$ cat src/sv/rrco_pkg.sv
// constants and register codes shared by the runup overload block
// no dependencies
`timescale 1ns / 1ps
`default_nettype none

package rrco_pkg;

    localparam int MAX_WAVES = 16384;

    // 1/log2(50) in q0.32
    localparam logic [31:0] RECIP_LOG2_50 = 32'd760998713;

    localparam int LOG_FRAC_BITS = 30;
    localparam int ISQ_STAGES    = 32;
    localparam int DIV_STAGES    = 16;
    localparam int DW            = 35;
    localparam int QUOT_STEPS    = 64;

    localparam logic [47:0] OUT_MAX = 48'hFFFF_FFFF_FFFF;
    localparam logic [63:0] SAT64   = 64'hFFFF_FFFF_FFFF_FFFF;

    localparam logic [2:0] REG_WAVE_COUNT   = 3'd0;
    localparam logic [2:0] REG_CRIT_VEL     = 3'd1;
    localparam logic [2:0] REG_LOAD_FACTOR  = 3'd2;
    localparam logic [2:0] REG_STRENGTH     = 3'd3;
    localparam logic [2:0] REG_VEL_COEFF    = 3'd4;
    localparam logic [2:0] REG_GRAVITY      = 3'd5;

    localparam logic [14:0] RST_WAVE_COUNT  = 15'd10000;
    localparam logic [31:0] RST_CRIT_VEL    = 32'd432538;
    localparam logic [31:0] RST_LOAD_FACTOR = 32'd65536;
    localparam logic [31:0] RST_STRENGTH    = 32'd65536;
    localparam logic [31:0] RST_VEL_COEFF   = 32'd72090;
    localparam logic [31:0] RST_GRAVITY     = 32'd642908;

endpackage

`default_nettype wire

$ cat src/sv/rrco_isqrt.sv
// pipelined integer square root of a 64 bit value, one root bit per stage
// uses rrco_pkg for the stage count
`timescale 1ns / 1ps
`default_nettype none

module rrco_isqrt (
    input  wire logic        clk,
    input  wire logic        rst_n,
    input  wire logic        in_valid,
    input  wire logic [63:0] x,
    output logic             out_valid,
    output logic [31:0]      root
);

    localparam int NS = rrco_pkg::ISQ_STAGES;

    logic [63:0] x_reg     [0:NS-1];
    logic [63:0] res_reg   [0:NS-1];
    logic        valid_reg [0:NS-1];

    for (genvar i = 0; i < NS; i++)
    begin : g_st
        localparam logic [63:0] BIT = 64'd1 << (62 - 2*i);
        logic [63:0] xi;
        logic [63:0] ri;
        logic        vi;
        logic [63:0] trial;
        logic        ge;

        if (i == 0)
        begin : g_first
            assign xi = x;
            assign ri = '0;
            assign vi = in_valid;
        end
        else
        begin : g_next
            assign xi = x_reg[i-1];
            assign ri = res_reg[i-1];
            assign vi = valid_reg[i-1];
        end

        assign trial = ri + BIT;
        assign ge    = (xi >= trial);

        always_ff @(posedge clk or negedge rst_n)
        begin
            if (!rst_n)
            begin
                valid_reg[i] <= 1'b0;
            end
            else
            begin
                valid_reg[i] <= vi;
            end
        end

        always_ff @(posedge clk)
        begin
            x_reg[i]   <= ge ? (xi - trial) : xi;
            res_reg[i] <= ge ? ((ri >> 1) + BIT) : (ri >> 1);
        end
    end

    assign out_valid = valid_reg[NS-1];
    assign root      = res_reg[NS-1][31:0];

endmodule

`default_nettype wire

$ cat config.mk
export PLATFORM = sky130hd
export DESIGN_NAME = rrco_isqrt
export DESIGN_NICKNAME = d
export VERILOG_FILES = /design/src/sv/rrco_pkg.sv /design/src/sv/rrco_isqrt.sv
export SDC_FILE = /design/constraint.sdc
export NUM_CORES = 2
export LEC_CHECK = 0
export ABC_AREA = 0
export BUFFER_PORTS_ARGS = -buffer_cell sky130_fd_sc_hd__buf_2
export CORE_ASPECT_RATIO = 0.8
export CORE_MARGIN = 2
export CORE_UTILIZATION = 59
export CTS_CLUSTER_SIZE = 28
export DETAILED_ROUTE_END_ITERATION = 10
export GPL_TIMING_DRIVEN = 0
export PLACE_DENSITY_LB_ADDON = 0.1
export SYNTH_ARGS = -nofsm -noshare
export SYNTH_HDL_FRONTEND = slang
export SYNTH_SLANG_ARGS = --single-unit
$ cat constraint.sdc
create_clock -name clk -period 3.7 [get_ports clk]
set_clock_uncertainty 0.15 [all_clocks]
set_input_delay 0.925 -clock clk [delete_from_list [all_inputs] [get_ports clk]]
set_output_delay 0.925 -clock clk [all_outputs]
set_load 0.01 [all_outputs]
==> run metrics <==
routed wire length per instance 22.03 µm; reg2reg path depth 12; Final setup viols 0; Seq/Total Area, Yosys ~53%; TritonCTS clock tree done; Async SR Flop Fraction 1.258%; CP Class reg2reg; Synth area leader dfxtp_1; Critical R2R Capture x_reg[24][48]; Placer Congestion 0.9620; Initial Utilization about three fifths; Syn Nets 10310; Inserted Clock Buffers 223; CTS Buffer Depth 3; dominant synthesized flop cell dfxtp_1; antenna violations before repair 19; gr usage total 31.78%; Post-synth EDFFs 0; Worst path most repeated cell nand2_1; Final period util 99.23%; critical path fanouts, max 7; grt total ovfl 0; r2r setup slk roughly 0.029 ns; Worst Hold Path EP res_reg[24][36]; row cnt roughly 130; clk slew on worst S/H paths 0.08 ns; post-synthesis instance area 96550 µm²; root buffer cell clkbuf_16; max cap viols 0; setup ws final 0.02867 ns; CP Buf/Inv Count 2; Pwr Total about 87 mW; Syn. warnings 0; DRT iter0 DRCs 7097; Worst Hold Class reg2reg; clock sinks about 2500; Pint 57.11 mW; placed insts 11930; Port Buffers 99; router iterations before antenna repair 9; IO Pins 100; CP peak stage delay 0.46 ns; htree depth 4; top cells by area, synth dfxtp_1, ha_1, xnor2_1, xor2_1, a21oi_1; Slowest cell on crit path nor4_4; WP data required 4.31 ns; Distinct cells, synth 96; Max Clk Rate 272.4 MHz; max FFs per register 1984; CP arrival 4.28 ns; fin cells 12420; Switching Share 34.64%; final standard cell area without fillers ~110000 µm²; final slew viol count 0; Reg power frac 45.9%; Min Hold Slack approximately 0.15 ns; CP endpoint kind flip-flop; final hold violations 0; Die X 456.3 µm; leak pwr 49.75 nW; pre-CTS WS -0.9807 ns; Die Span Y about 370 µm; Clock Latency Late Sink between 0.8 and 0.9 ns; Synth top cells by count dfxtp_1, inv_1, a21oi_1; Clk pwr share 28.6%; Sw Pwr 30.27 mW; setup total negative slack 0 ns; remaining antenna violation count 0; first-pass GRT wire length 412300 µm; Pwr per Cell Area 794.3 nW/µm²; die footprint 166900 µm²; vias per cell 5.815; CP delay by family, top simple AND/OR/NAND/NOR gates; Post-layout nets roughly 11000; Core Area roughly 160000 µm²; status finished, final reports clean; hpwl dp roughly 210000 µm; largest net degree at the start of global routing 33; Avg Inst Size Synth 9.968 µm²; worst relative slew slack 21.92%; most common cell in the netlist dfxtp_1; CP Cell Sequence inv_1 > ha_1 > and4_1 > nand2_1 > nor4_4 > a311oi_1 > nand2_1 > a211oi_4 > buf_4 > nand2b_1 > nor4b_1 > xor2_1; Yosys top cell area share 52.09%; placed inst area 99730 µm²; drt total wl 273500 µm; fin util 67.82%; vias in the first global route 68360; RSZ-0062 raised after global routing yes; cells after synthesis 9686; drt drc 0; Slew @ Worst Pin 1.160 ns; Syn-to-layout area delta 13.93%; hold depth 0; IR drop worst, VDD 0.0005781 V; Comb pwr share 25.5%; min cycle time layout 3.671 ns; Worst R2R Start res_reg[23][22]; critical path launch point type flip-flop; total number of vias about 72000; layout cells sized above 1 9.413%; Fill cells 12510; Seq cells post-synth 2544; hold wc startpoint res_reg[23][37]
cell families (layout without fill, tap and decap cells):
kind of cell	Yosys count	after routing	synth area share, %
AO/OA/AOI/OAI	1834	1834	11.70
XOR/XNOR	878	878	7.965
adder cells (fa/ha/maj)	558	558	7.231
multiplexers	108	108	1.251
AND/OR/NAND/NOR	2842	2842	15.30
buffers and inverters	922	1498	3.639
other	0	11	0
flip-flops	2544	2544	52.92
worst max-delay path by stage:
stage,cells past startpoint,endpoint,slack (ns),start
finish,12,x_reg[24][48],0.03,res_reg[23][22]
global route,12,x_reg[21][56],-0.11,res_reg[20][22]
CTS,13,x_reg[23][45],-0.01,res_reg[22][31]
detailed placement,12,x_reg[25][58],-0.98,x_reg[24][1]
global placement,12,x_reg[25][58],-1.04,x_reg[24][1]
floorplan,11,x_reg[22][59],0.49,res_reg[21][21]
per-layer routing:
layer	vias up	routed length (µm)	global-route usage [%]	share of wire (%)
met5	-	27	0	0.0099
met3	346	23920	5.693	8.7
li1	34490	-	-	-
met1	34430	138500	51.55	51
met4	4	5153	6.300	1.9
met2	2940	105900	43.31	39
power by group through the flow:
| stage | combinational, mW | clock (mW) | sequential [mW] |
|---|---|---|---|
| finish | 22.3 | 25.0 | 40.1 |
| global route | 24.4 | 26.3 | 40.5 |
| CTS | 21.6 | 25.2 | 39.7 |
| detailed placement | 21.1 | 0 | 40.1 |
| global placement | 20.8 | 0 | 40.0 |
| floorplan | 15.9 | 0 | 37.2 |
layout make-up:
class | count | area (µm²) | area share [%]
flip-flops and latches | 2544 | 51110 | 46.47
multi-input cells | 6220 | 43180 | 39.26
clock buffers | 305 | 6339 | 5.763
well taps | 2144 | 2683 | 2.439
inverters | 699 | 2628 | 2.389
clock inverters | 120 | 1805 | 1.641
repair buffers | 199 | 1406 | 1.279
plain buffers | 175 | 814.5 | 0.7405
diodes | 11 | 27.53 | 0.02502
timing repair:
item | CTS | global route
hold endpoints to repair | 95 | 0
setup buffers | 10 | 26
hold buffers | 64 | 0
gates resized for setup | 149 | 175
pin swaps | 13 | 43
setup endpoints to repair | 578 | 432
layout by cell type, fill, tap and decap left out, drive strengths merged, types with 180 or more instances in the layout:
cell / netlist / routed
dfxtp: 2512 / 2512
inv: 699 / 710
a21oi: 667 / 667
nor2: 664 / 664
nand2: 589 / 589
ha: 558 / 558
xnor2: 491 / 491
clkbuf: 176 / 437
o21ai: 418 / 418
xor2: 387 / 387
nor4: 358 / 358
nor3: 246 / 246
a21o: 191 / 191
nand4: 180 / 180
No activity file was read; power rests on OpenSTA's default activity.
